### src/rtl/tcpc_pkg.sv
`timescale 1ns / 1ps
`default_nettype none
// ---------------------------------------------------------------------------
// tcpc_pkg: shared types and constants for the TCP checksum unit
// Holds the classified word item that travels from the front stage through
// the queue to the summing back stage, and the constants and queue widths.
// ---------------------------------------------------------------------------
package tcpc_pkg;

    // Protocol number of TCP, added as the pseudo-header protocol word.
    localparam logic [15:0] PROTO_TCP   = 16'd6;
    // Largest length that fits the 16-bit pseudo-header length field.
    localparam logic [15:0] LEN_MAX     = 16'hffff;
    // Byte count saturates one past the largest length.
    localparam logic [16:0] COUNT_LIMIT = 17'h10000;

    // Queue between front and back stages.
    localparam int QUEUE_DEPTH = 2;
    localparam int QUEUE_AW    = (QUEUE_DEPTH > 1) ? $clog2(QUEUE_DEPTH) : 1;
    localparam int QUEUE_CW    = $clog2(QUEUE_DEPTH + 1);

    // One classified segment word.
    typedef struct packed {
        logic [15:0] word;      // data word, low byte cleared for a final odd byte
        logic        one_byte;  // word carries a single byte
        logic        last;      // final word of the segment
        logic [15:0] pseudo;    // folded sum of address halves and protocol
    } t_item;

endpackage : tcpc_pkg
`default_nettype wire

### src/rtl/tcp_checksum_with_pseudo_header_unit.sv
`timescale 1ns / 1ps
`default_nettype none
// ---------------------------------------------------------------------------
// tcp_checksum_with_pseudo_header_unit: TCP checksum with IPv4 pseudo-header
// Streams a segment as 16-bit big-endian words and returns one checksum
// transfer per segment.
// ---------------------------------------------------------------------------
// The unit takes one segment word per cycle on the input stream while tready
// is high, with tlast on the final word and tuser set when that final word
// holds only its upper byte. The source and destination addresses on the tdata
// of the final word form the pseudo-header with protocol 6 and the counted
// length. One result transfer follows each final word, which passes the front
// register and the queue; the result is registered in the back stage output
// register. It carries the inverted folded ones'-complement checksum, the
// segment length saturated at 65535, and an overflow flag in tuser for longer
// segments. Sustained rate is one word per cycle while results are taken, set
// by the combinational end-around add in the back stage. While a result waits
// to be taken the back stage holds; the front register and the two-entry queue
// absorb up to three more words before the input stream is stalled.
// ---------------------------------------------------------------------------
module tcp_checksum_with_pseudo_header_unit (
    input  wire logic        i_clk,
    input  wire logic        i_rst_n,
    // Segment words.
    input  wire logic        s_axis_tvalid,
    output logic             s_axis_tready,
    input  wire logic [79:0] s_axis_tdata,  // data_word, source_address, destination_address
    input  wire logic        s_axis_tuser,  // single_byte
    input  wire logic        s_axis_tlast,  // last_word
    // Checksum results.
    output logic             m_axis_tvalid,
    input  wire logic        m_axis_tready,
    output logic [31:0]      m_axis_tdata,  // checksum, segment_length
    output logic             m_axis_tuser   // length_overflow
);

    logic              w_fr_valid;
    logic              w_fr_ready;
    tcpc_pkg::t_item   w_fr_item;
    logic              w_q_valid;
    logic              w_q_ready;
    tcpc_pkg::t_item   w_q_item;

    // Front: accept and classify words.
    tcpc_front u_front (
        .i_clk         (i_clk),
        .i_rst_n       (i_rst_n),
        .s_axis_tvalid (s_axis_tvalid),
        .s_axis_tready (s_axis_tready),
        .s_axis_tdata  (s_axis_tdata),
        .s_axis_tuser  (s_axis_tuser),
        .s_axis_tlast  (s_axis_tlast),
        .o_valid       (w_fr_valid),
        .i_ready       (w_fr_ready),
        .o_item        (w_fr_item)
    );

    // Queue between the two stages.
    tcpc_queue u_queue (
        .i_clk   (i_clk),
        .i_rst_n (i_rst_n),
        .i_valid (w_fr_valid),
        .o_ready (w_fr_ready),
        .i_item  (w_fr_item),
        .o_valid (w_q_valid),
        .i_ready (w_q_ready),
        .o_item  (w_q_item)
    );

    // Back: sum, count and produce the checksum.
    tcpc_back u_back (
        .i_clk         (i_clk),
        .i_rst_n       (i_rst_n),
        .i_valid       (w_q_valid),
        .o_ready       (w_q_ready),
        .i_item        (w_q_item),
        .m_axis_tvalid (m_axis_tvalid),
        .m_axis_tready (m_axis_tready),
        .m_axis_tdata  (m_axis_tdata),
        .m_axis_tuser  (m_axis_tuser)
    );

endmodule : tcp_checksum_with_pseudo_header_unit
`default_nettype wire

### src/rtl/tcpc_front.sv
`timescale 1ns / 1ps
`default_nettype none
// ---------------------------------------------------------------------------
// tcpc_front: input stage of the TCP checksum unit
// Accepts segment words, masks a trailing odd byte, and pre-sums the address
// halves with the protocol number into one folded pseudo-header word.
// ---------------------------------------------------------------------------
module tcpc_front (
    input  wire logic            i_clk,
    input  wire logic            i_rst_n,
    // Input stream.
    input  wire logic            s_axis_tvalid,
    output logic                 s_axis_tready,
    input  wire logic [79:0]     s_axis_tdata,  // data_word, source_address, destination_address
    input  wire logic            s_axis_tuser,  // single_byte
    input  wire logic            s_axis_tlast,  // last_word
    // Toward the queue.
    output logic                 o_valid,
    input  wire logic            i_ready,
    output tcpc_pkg::t_item      o_item
);

    logic                 r_valid;
    tcpc_pkg::t_item      r_item;
    tcpc_pkg::t_item      n_item;
    logic                 w_accept;
    logic [18:0]          w_addr_sum;
    logic [16:0]          w_fold1;
    logic [15:0]          w_fold2;
    logic [15:0]          w_word;

    assign s_axis_tready = !r_valid || i_ready;
    assign w_accept      = s_axis_tvalid && s_axis_tready;
    assign w_word        = s_axis_tdata[15:0];

    // Pseudo-header partial sum: four address halves plus the protocol word.
    // Five 16-bit terms need three carry bits.
    always_comb begin
        w_addr_sum = {3'b000, s_axis_tdata[47:32]} + {3'b000, s_axis_tdata[31:16]}
                   + {3'b000, s_axis_tdata[79:64]} + {3'b000, s_axis_tdata[63:48]}
                   + {3'b000, tcpc_pkg::PROTO_TCP};
        w_fold1    = {1'b0, w_addr_sum[15:0]} + {14'd0, w_addr_sum[18:16]};
        w_fold2    = w_fold1[15:0] + {15'd0, w_fold1[16]};
    end

    // Classify the word: an odd final byte keeps only the upper byte.
    always_comb begin
        n_item.last     = s_axis_tlast;
        n_item.one_byte = s_axis_tlast && s_axis_tuser;
        n_item.word     = n_item.one_byte ? {w_word[15:8], 8'h00} : w_word;
        n_item.pseudo   = w_fold2;
    end

    // Stage register.
    always_ff @(posedge i_clk) begin
        if (!i_rst_n) begin
            r_valid <= 1'b0;
        end else if (s_axis_tready) begin
            r_valid <= s_axis_tvalid;
        end
    end

    always_ff @(posedge i_clk) begin
        if (w_accept) begin
            r_item <= n_item;
        end
    end

    assign o_valid = r_valid;
    assign o_item  = r_item;

endmodule : tcpc_front
`default_nettype wire

### src/rtl/tcpc_queue.sv
`timescale 1ns / 1ps
`default_nettype none
// ---------------------------------------------------------------------------
// tcpc_queue: short item queue between front and back stages
// A small register queue so that the front keeps accepting words while the
// back stage waits on the output.
// ---------------------------------------------------------------------------
module tcpc_queue (
    input  wire logic            i_clk,
    input  wire logic            i_rst_n,
    input  wire logic            i_valid,
    output logic                 o_ready,
    input  wire tcpc_pkg::t_item i_item,
    output logic                 o_valid,
    input  wire logic            i_ready,
    output tcpc_pkg::t_item      o_item
);

    tcpc_pkg::t_item                  r_mem [tcpc_pkg::QUEUE_DEPTH];
    logic [tcpc_pkg::QUEUE_AW-1:0]    r_wr_ptr;
    logic [tcpc_pkg::QUEUE_AW-1:0]    r_rd_ptr;
    logic [tcpc_pkg::QUEUE_CW-1:0]    r_count;
    logic                             w_push;
    logic                             w_pop;

    assign o_ready = (r_count != tcpc_pkg::QUEUE_CW'(tcpc_pkg::QUEUE_DEPTH));
    assign o_valid = (r_count != '0);
    assign w_push  = i_valid && o_ready;
    assign w_pop   = o_valid && i_ready;
    assign o_item  = r_mem[r_rd_ptr];

    // Pointer and fill bookkeeping.
    always_ff @(posedge i_clk) begin
        if (!i_rst_n) begin
            r_wr_ptr <= '0;
            r_rd_ptr <= '0;
            r_count  <= '0;
        end else begin
            if (w_push) begin
                r_wr_ptr <= (r_wr_ptr == tcpc_pkg::QUEUE_AW'(tcpc_pkg::QUEUE_DEPTH - 1))
                          ? '0 : r_wr_ptr + 1'b1;
            end
            if (w_pop) begin
                r_rd_ptr <= (r_rd_ptr == tcpc_pkg::QUEUE_AW'(tcpc_pkg::QUEUE_DEPTH - 1))
                          ? '0 : r_rd_ptr + 1'b1;
            end
            if (w_push && !w_pop) begin
                r_count <= r_count + 1'b1;
            end else if (w_pop && !w_push) begin
                r_count <= r_count - 1'b1;
            end
        end
    end

    // Storage.
    always_ff @(posedge i_clk) begin
        if (w_push) begin
            r_mem[r_wr_ptr] <= i_item;
        end
    end

endmodule : tcpc_queue
`default_nettype wire

### src/rtl/tcpc_back.sv
`timescale 1ns / 1ps
`default_nettype none
// ---------------------------------------------------------------------------
// tcpc_back: summing stage of the TCP checksum unit
// Keeps the ones'-complement running sum and saturating byte count; on the
// final word adds the pseudo-header and length and registers the checksum.
// ---------------------------------------------------------------------------
module tcpc_back (
    input  wire logic            i_clk,
    input  wire logic            i_rst_n,
    // From the queue.
    input  wire logic            i_valid,
    output logic                 o_ready,
    input  wire tcpc_pkg::t_item i_item,
    // Result stream.
    output logic                 m_axis_tvalid,
    input  wire logic            m_axis_tready,
    output logic [31:0]          m_axis_tdata,  // checksum, segment_length
    output logic                 m_axis_tuser   // length_overflow
);

    logic [15:0] r_sum;
    logic [16:0] r_count;
    logic        r_out_valid;
    logic [15:0] r_checksum;
    logic [15:0] r_length;
    logic        r_overflow;

    logic        w_take;
    logic [16:0] w_count_add;
    logic [16:0] n_count;
    logic        w_ovf;
    logic [15:0] w_len;
    logic [16:0] w_run_add;
    logic [15:0] n_sum;
    logic [17:0] w_fin_add;
    logic [16:0] w_fin_fold1;
    logic [15:0] w_fin_fold2;

    assign o_ready = !r_out_valid || m_axis_tready;
    assign w_take  = i_valid && o_ready;

    // Byte count with saturation one past the 16-bit range.
    always_comb begin
        w_count_add = r_count + (i_item.one_byte ? 17'd1 : 17'd2);
        n_count     = (w_count_add > tcpc_pkg::COUNT_LIMIT) ? tcpc_pkg::COUNT_LIMIT
                                                             : w_count_add;
        w_ovf       = n_count[16];
        w_len       = w_ovf ? tcpc_pkg::LEN_MAX : n_count[15:0];
    end

    // Running end-around add of the data word.
    always_comb begin
        w_run_add = {1'b0, r_sum} + {1'b0, i_item.word};
        n_sum     = w_run_add[15:0] + {15'd0, w_run_add[16]};
    end

    // Final sum: running sum, word, pseudo-header words and length, folded twice.
    always_comb begin
        w_fin_add   = {2'b00, r_sum} + {2'b00, i_item.word}
                    + {2'b00, i_item.pseudo} + {2'b00, w_len};
        w_fin_fold1 = {1'b0, w_fin_add[15:0]} + {15'd0, w_fin_add[17:16]};
        w_fin_fold2 = w_fin_fold1[15:0] + {15'd0, w_fin_fold1[16]};
    end

    // Segment state: cleared after the final word.
    always_ff @(posedge i_clk) begin
        if (!i_rst_n) begin
            r_sum   <= '0;
            r_count <= '0;
        end else if (w_take) begin
            if (i_item.last) begin
                r_sum   <= '0;
                r_count <= '0;
            end else begin
                r_sum   <= n_sum;
                r_count <= n_count;
            end
        end
    end

    // Output register valid.
    always_ff @(posedge i_clk) begin
        if (!i_rst_n) begin
            r_out_valid <= 1'b0;
        end else if (o_ready) begin
            r_out_valid <= w_take && i_item.last;
        end
    end

    // Output register payload.
    always_ff @(posedge i_clk) begin
        if (w_take && i_item.last) begin
            r_checksum <= ~w_fin_fold2;
            r_length   <= w_len;
            r_overflow <= w_ovf;
        end
    end

    assign m_axis_tvalid = r_out_valid;
    assign m_axis_tdata  = {r_length, r_checksum};
    assign m_axis_tuser  = r_overflow;

endmodule : tcpc_back
`default_nettype wire
### config.mk
export PLATFORM = sky130hd
export DESIGN_NAME = tcp_checksum_with_pseudo_header_unit
export DESIGN_NICKNAME = d
export VERILOG_FILES = /design/src/rtl/tcpc_pkg.sv /design/src/rtl/tcp_checksum_with_pseudo_header_unit.sv /design/src/rtl/tcpc_front.sv /design/src/rtl/tcpc_queue.sv /design/src/rtl/tcpc_back.sv
export SDC_FILE = /design/constraint.sdc
export NUM_CORES = 1
export LEC_CHECK = 0
export ABC_AREA = 0
export BUFFER_PORTS_ARGS = -buffer_cell sky130_fd_sc_hd__buf_2
export CORE_MARGIN = 2
export CORE_UTILIZATION = 39
export DETAILED_ROUTE_END_ITERATION = 10
export SYNTH_ARGS = -nofsm -noshare
export SYNTH_HDL_FRONTEND = slang
export SYNTH_SLANG_ARGS = --single-unit
### constraint.sdc
create_clock -name i_clk -period 19.2 [get_ports i_clk]
set_input_delay 3.84 -clock i_clk [delete_from_list [all_inputs] [get_ports i_clk]]
set_output_delay 3.84 -clock i_clk [all_outputs]
set_load 0.02 [all_outputs]
---- Word-level counts from Yosys, hierarchy flattened ----
Memories as Yosys holds them, arrays and structs flattened. A register that Yosys moved wholly into a read port is not among the register bits.
Index checks and enable logic that the tools add are counted.
W data, S select, Z words.
word-level totals
  register bits after elaboration ......... 106
  latch bits .............................. 0
  RAM bits ................................ 68
  ROM bits ................................ 0
  input port bits ......................... 86
  output and inout bits ................... 35
  word-level logic and storage cells ...... 65
  memories kept ........................... 1
operators by class
  $add $sub $neg .......................... 18
  multipliers ............................. 0
  div/mod/pow operators ................... 0
  magnitude comparators ................... 1
  equal/unequal tests ..................... 1
  shift operators ......................... 0
  muxes and demuxes ....................... 13
  bitwise operators ....................... 1
  reductions and logical operators ........ 15
memories
  memory         words  width  read ports  clocked after memory_dff  write ports  line              text
  u_queue.r_mem  2      34     1           1                         1            tcpc_queue.sv:19  tcpc_pkg::t_item r_mem [tcpc_pkg::QUEUE_DEPTH];
operators with widths
  kind                     count
  $add A16 B16 Y17         3
  $add A16 B1 Y16          3
  $add A19 B16 Y19         2
  $add A18 B16 Y18         2
  $mux W17                 2
  $mux W16                 2
  $add A19 B3 Y19 const B  1
  $add A16 B2 Y17          1
  $add A16 B3 Y17          1
  $add A17 B17 Y17         1
  $gt A17 B17 Y1 const B   1
  $not A16 Y16             1
  $logic_and A1 B1 Y1      7
  $mux W1                  6
  $mux W2                  3
  $logic_not A1 Y1         4
  $reduce_bool A2 Y1       2
  $add A1 B1 Y1 const B    2
  $add A2 B1 Y2 const B    1
  $logic_or A1 B1 Y1       2
  $ne A2 B2 Y1 const B     1
  $sub A2 B1 Y2 const B    1

---- Longest topological paths before layout ----
  word-level depth ........................ 9
  depth in mapped cells ................... 44

---- Hierarchy ----
Synthesis repeated with hierarchy kept, for this count alone.
second synthesis, totals
  cells, all modules ...................... 1183
  area, all modules ....................... 12721.0 µm²
modules (own cells, without submodules)
  module      instances  cells an instance  area each (µm²)  sequential area each (µm²)
  tcpc_back   1          696                6267.3           1671.6
  tcpc_front  1          357                3766.1           1041.0
  tcpc_queue  1          130                2687.6           2142.1

---- Worst setup path before layout ----
OpenSTA, ideal clock, no wires.
  path kind ............................... input to register
  start ................................... in s_axis_tdata[16]
  end ..................................... reg u_front.r_item (netlist bit u_front.o_item[14]), data pin
  setup time .............................. 0.261 ns
  arrival ................................. 10.770 ns
  data required time ...................... 18.939 ns
  path slack .............................. 8.169 ns
  cell stages on the path ................. 36
  path buffers ............................ 0
  cells stage by stage .................... ha_1 -> fa_1 -> a21oi_1 -> nor2_1 -> nor2_1 -> o21bai_1 -> a21oi_1 -> o21ai_0 -> a21oi_1 -> xnor2_1 -> fa_1 -> ha_1 -> ha_1 -> o21a_1 -> or2_2 -> and3_1 -> a221oi_2 -> nor2_1 -> a2111oi_0 -> o21bai_1 -> a21o_1 -> a21oi_1 -> xor2_1 -> fa_1 -> nor2b_1 -> o21a_1 -> nand4b_1 -> nor2_1 -> nand2_1 -> nor3_1 -> ha_1 -> ha_1 -> and3_1 -> and2_4 -> o211ai_1 -> xnor2_1
RTL lines
  element               line                                        text
  start, declared       tcp_checksum_with_pseudo_header_unit.sv:27  input wire logic [79:0] s_axis_tdata,
  end signal, assigned  tcpc_front.sv:65                            r_item <= n_item;
  end, declared         tcpc_front.sv:24                            tcpc_pkg::t_item r_item;

==> metrics <==
critical path launch point=s_axis_tdata[16]; #FFs+latches synth=175; Final WS setup=7590 ps; Placed Cells=1,620; gp weighted congestion=0.844; RSZ-0062 raised after global routing=no; total of max-cap violations=0; Logic pwr share=0.649; Switching Fraction=0.464; antenna fix cells=0; crit path kind=primary input to flip-flop; Cell Area, Synth=12,000 um^2; Commonest cells post-synth=edfxtp_1, inv_1, ha_1; sequential share of power=0.218; clock sink total=175; total grt overflow=0; Final Hold Viols=0; CP Buf/Inv Count=1; All-Layer GR Usage=0.167; Initial DRT Pass Iterations=5; Yosys cell types=73; pre-CTS setup slack=7180 ps; hold_ws=450 ps; predominant post-synthesis flop cell=edfxtp_1; area leader, netlist=edfxtp_1; R2R depth=41; die area=32,100 um^2; Critical Path Stages=36; ranking of synthesized cells by area=edfxtp_1, ha_1, dfxtp_1; critical path launch point type=primary input; clock share of power=0.133; crit path capture=u_front.o_item[14]$_DFFE_PP_; Post-DP HPWL=19.9 mm; status=completed; Remaining DRCs=0; slowest cell on the critical path=a2111oi_0; share of cells above drive strength 1=0.166; Reg clk slew, reported paths=80 ps; post-synthesis sequential area ratio=0.406; final setup vio count=0; root buffer cell=clkbuf_16; Worst-Skew Late Latency=440 ps; worst r2r dst=u_back.r_checksum[14]$_DFFE_PP_; antenna violations before repair=0; Arr. time, crit path=11,800 ps; flop2flop setup slack=9150 ps; Synth async-reset ratio=0; critical path fanouts, max=6; Slew @ Worst Pin=1040 ps; net switching power=1260 uW; power density over the cells=199 nW/um^2; Tmin final=11,610 ps; cell family with most CP delay=compound AO/OA/AOI/OAI gates; H-tree depth=4; CP Data Required Time=19,380 ps; area delta synth->final=14.2%; final worst-path cycle share=0.605; Row Count=64; vias in the first global route=8,322; Via density=5.18; CP peak stage delay=550 ps; Die X=179 um; PostCTS Resize Cnt=0; Setup Buffers After CTS=0; WL final=25.7 mm; Synth Instances=1,125; Avg Cell Area, Syn=10.6 um^2; starting density of the core=0.393; Final ANT Viol Nets=0; CP most frequent cell=ha_1; final std cells w/o fill=1,652; Port Buffers=120; DR vias=8,552; Critical Path End Type=flip-flop; number of synthesis warnings=0; Rel. slew slack=0.305; DR WL/cell=15.6 um; count leader, synth=edfxtp_1; nets=1,461; clock tree from TritonCTS=yes; initial DRC count=466; number of CTS-inserted buffers=17; EDFF count, synth=135; Yosys top cell area share=0.339; Hold Crit Class=flip-flop to flip-flop; global-route wire length before repair=42.0 mm; Post-CTS Hold Buffers=0; Leak Pwr=0.00574 uW; fmax=86.1 MHz; Clock Path Buffers=2; Worst VDD drop=98.5 uV; Core Footprint=30,400 um^2; Post-Syn Nets=1,343; skew final=14.8 ps; Die Height=179 um; pin count of the biggest net entering global routing=42; TNS Setup=0 ps; Slew Viols, Final=0; internal power=1460 uW; # IOs=121
==> through the flow <==
stage / total power (uW) / util / area, um^2
final: 2720 / 0.449 / 13700
after CTS: 2730 / 0.449 / 13700
after detailed placement: 2350 / 0.428 / 13000
after global placement: 2330 / 0.428 / 13000
after global routing: 2970 / 0.449 / 13700
after floorplan: 1960 / - / 12000
==> registers in the layout (all words and copies together), names as in the netlist, named ones only <==
signal	flops
u_queue.r_mem	68
u_queue.r_count	2
u_queue.r_wr_ptr	1
u_back.r_count	17
u_back.r_checksum	16
u_back.m_axis_tuser	1
u_back.r_length	16
u_queue.r_rd_ptr	1
u_back.m_axis_tvalid	1
u_front.o_item	34
u_front.o_valid	1
u_back.r_sum	16
==> worst min path at each step <==
stage,endpoint,cells past startpoint,slack [ps],from
final,u_queue.r_mem[1][18]$_DFFE_PP_,0,450,u_front.o_item[18]$_SDFFCE_PP0P_
after global routing,u_queue.r_mem[0][22]$_DFFE_PP_,0,460,u_front.o_item[22]$_SDFFCE_PP0P_
after CTS,u_queue.r_mem[0][24]$_DFFE_PP_,0,450,u_front.o_item[24]$_SDFFCE_PP0P_
after detailed placement,u_queue.r_mem[0][24]$_DFFE_PP_,0,430,u_front.o_item[24]$_SDFFCE_PP0P_
after global placement,u_queue.r_mem[1][2]$_DFFE_PP_,0,420,u_front.o_item[2]$_DFFE_PP_
after floorplan,u_queue.r_mem[0][0]$_DFFE_PP_,0,420,u_front.o_item[0]$_DFFE_PP_
==> power groups by stage <==
stage,combinational (uW),sequential (uW),clock [uW]
2_1_floorplan,1330,629,0
3_3_place_gp,1730,598,0
3_5_place_dp,1750,601,0
4_1_cts,1770,593,372
5_1_grt,1980,601,387
6_report,1760,592,363
==> area by class of cell <==
| class | instances | area, um^2 |
|---|---|---|
| multi-input combinational | 824 | 6650 |
| sequential | 175 | 4850 |
| inverter | 97 | 364 |
| timing repair buffer | 128 | 661 |
| clock buffer | 17 | 425 |
| clock inverter | 15 | 215 |
| tap | 396 | 495 |
| fill | 2879 | 16800 |
==> per-layer routing <==
layer / wire length [um] / GRT usage / vias up
li1: - / - / 4306
met1: 11800 / 0.213 / 4060
met2: 12700 / 0.297 / 164
met3: 846 / 0.0208 / 22
met4: 329 / 0.0450 / 0
met5: 0 / 0 / -
==> kinds of logic after synthesis <==
kind of cell	synth area share
AND/OR/NAND/NOR	0.141
buffers and inverters	0.0397
multiplexers	0.0324
XOR/XNOR	0.0871
flip-flops	0.406
AO/OA/AOI/OAI	0.131
adder cells (fa/ha/maj)	0.163
==> placed cells by master (no fill, tap or decap), types with 12 or more instances in the layout <==
master,Yosys,routed
and3_1,23,23
and2_1,33,33
o211ai_1,18,18
mux2_2,22,22
edfxtp_1,135,135
nand2_1,54,54
a31oi_1,12,12
dfxtp_1,40,40
clkbuf_16,0,17
o21ai_0,40,40
inv_1,96,96
nor2b_1,25,25
a21o_1,20,20
mux2i_1,14,14
xor2_1,38,38
nor2_1,57,55
nor3_1,23,23
fa_1,39,39
buf_2,1,120
a21oi_1,36,36
ha_1,93,93
xnor2_1,81,81
nand3_1,30,30
Power figures use the tool's default switching activity.
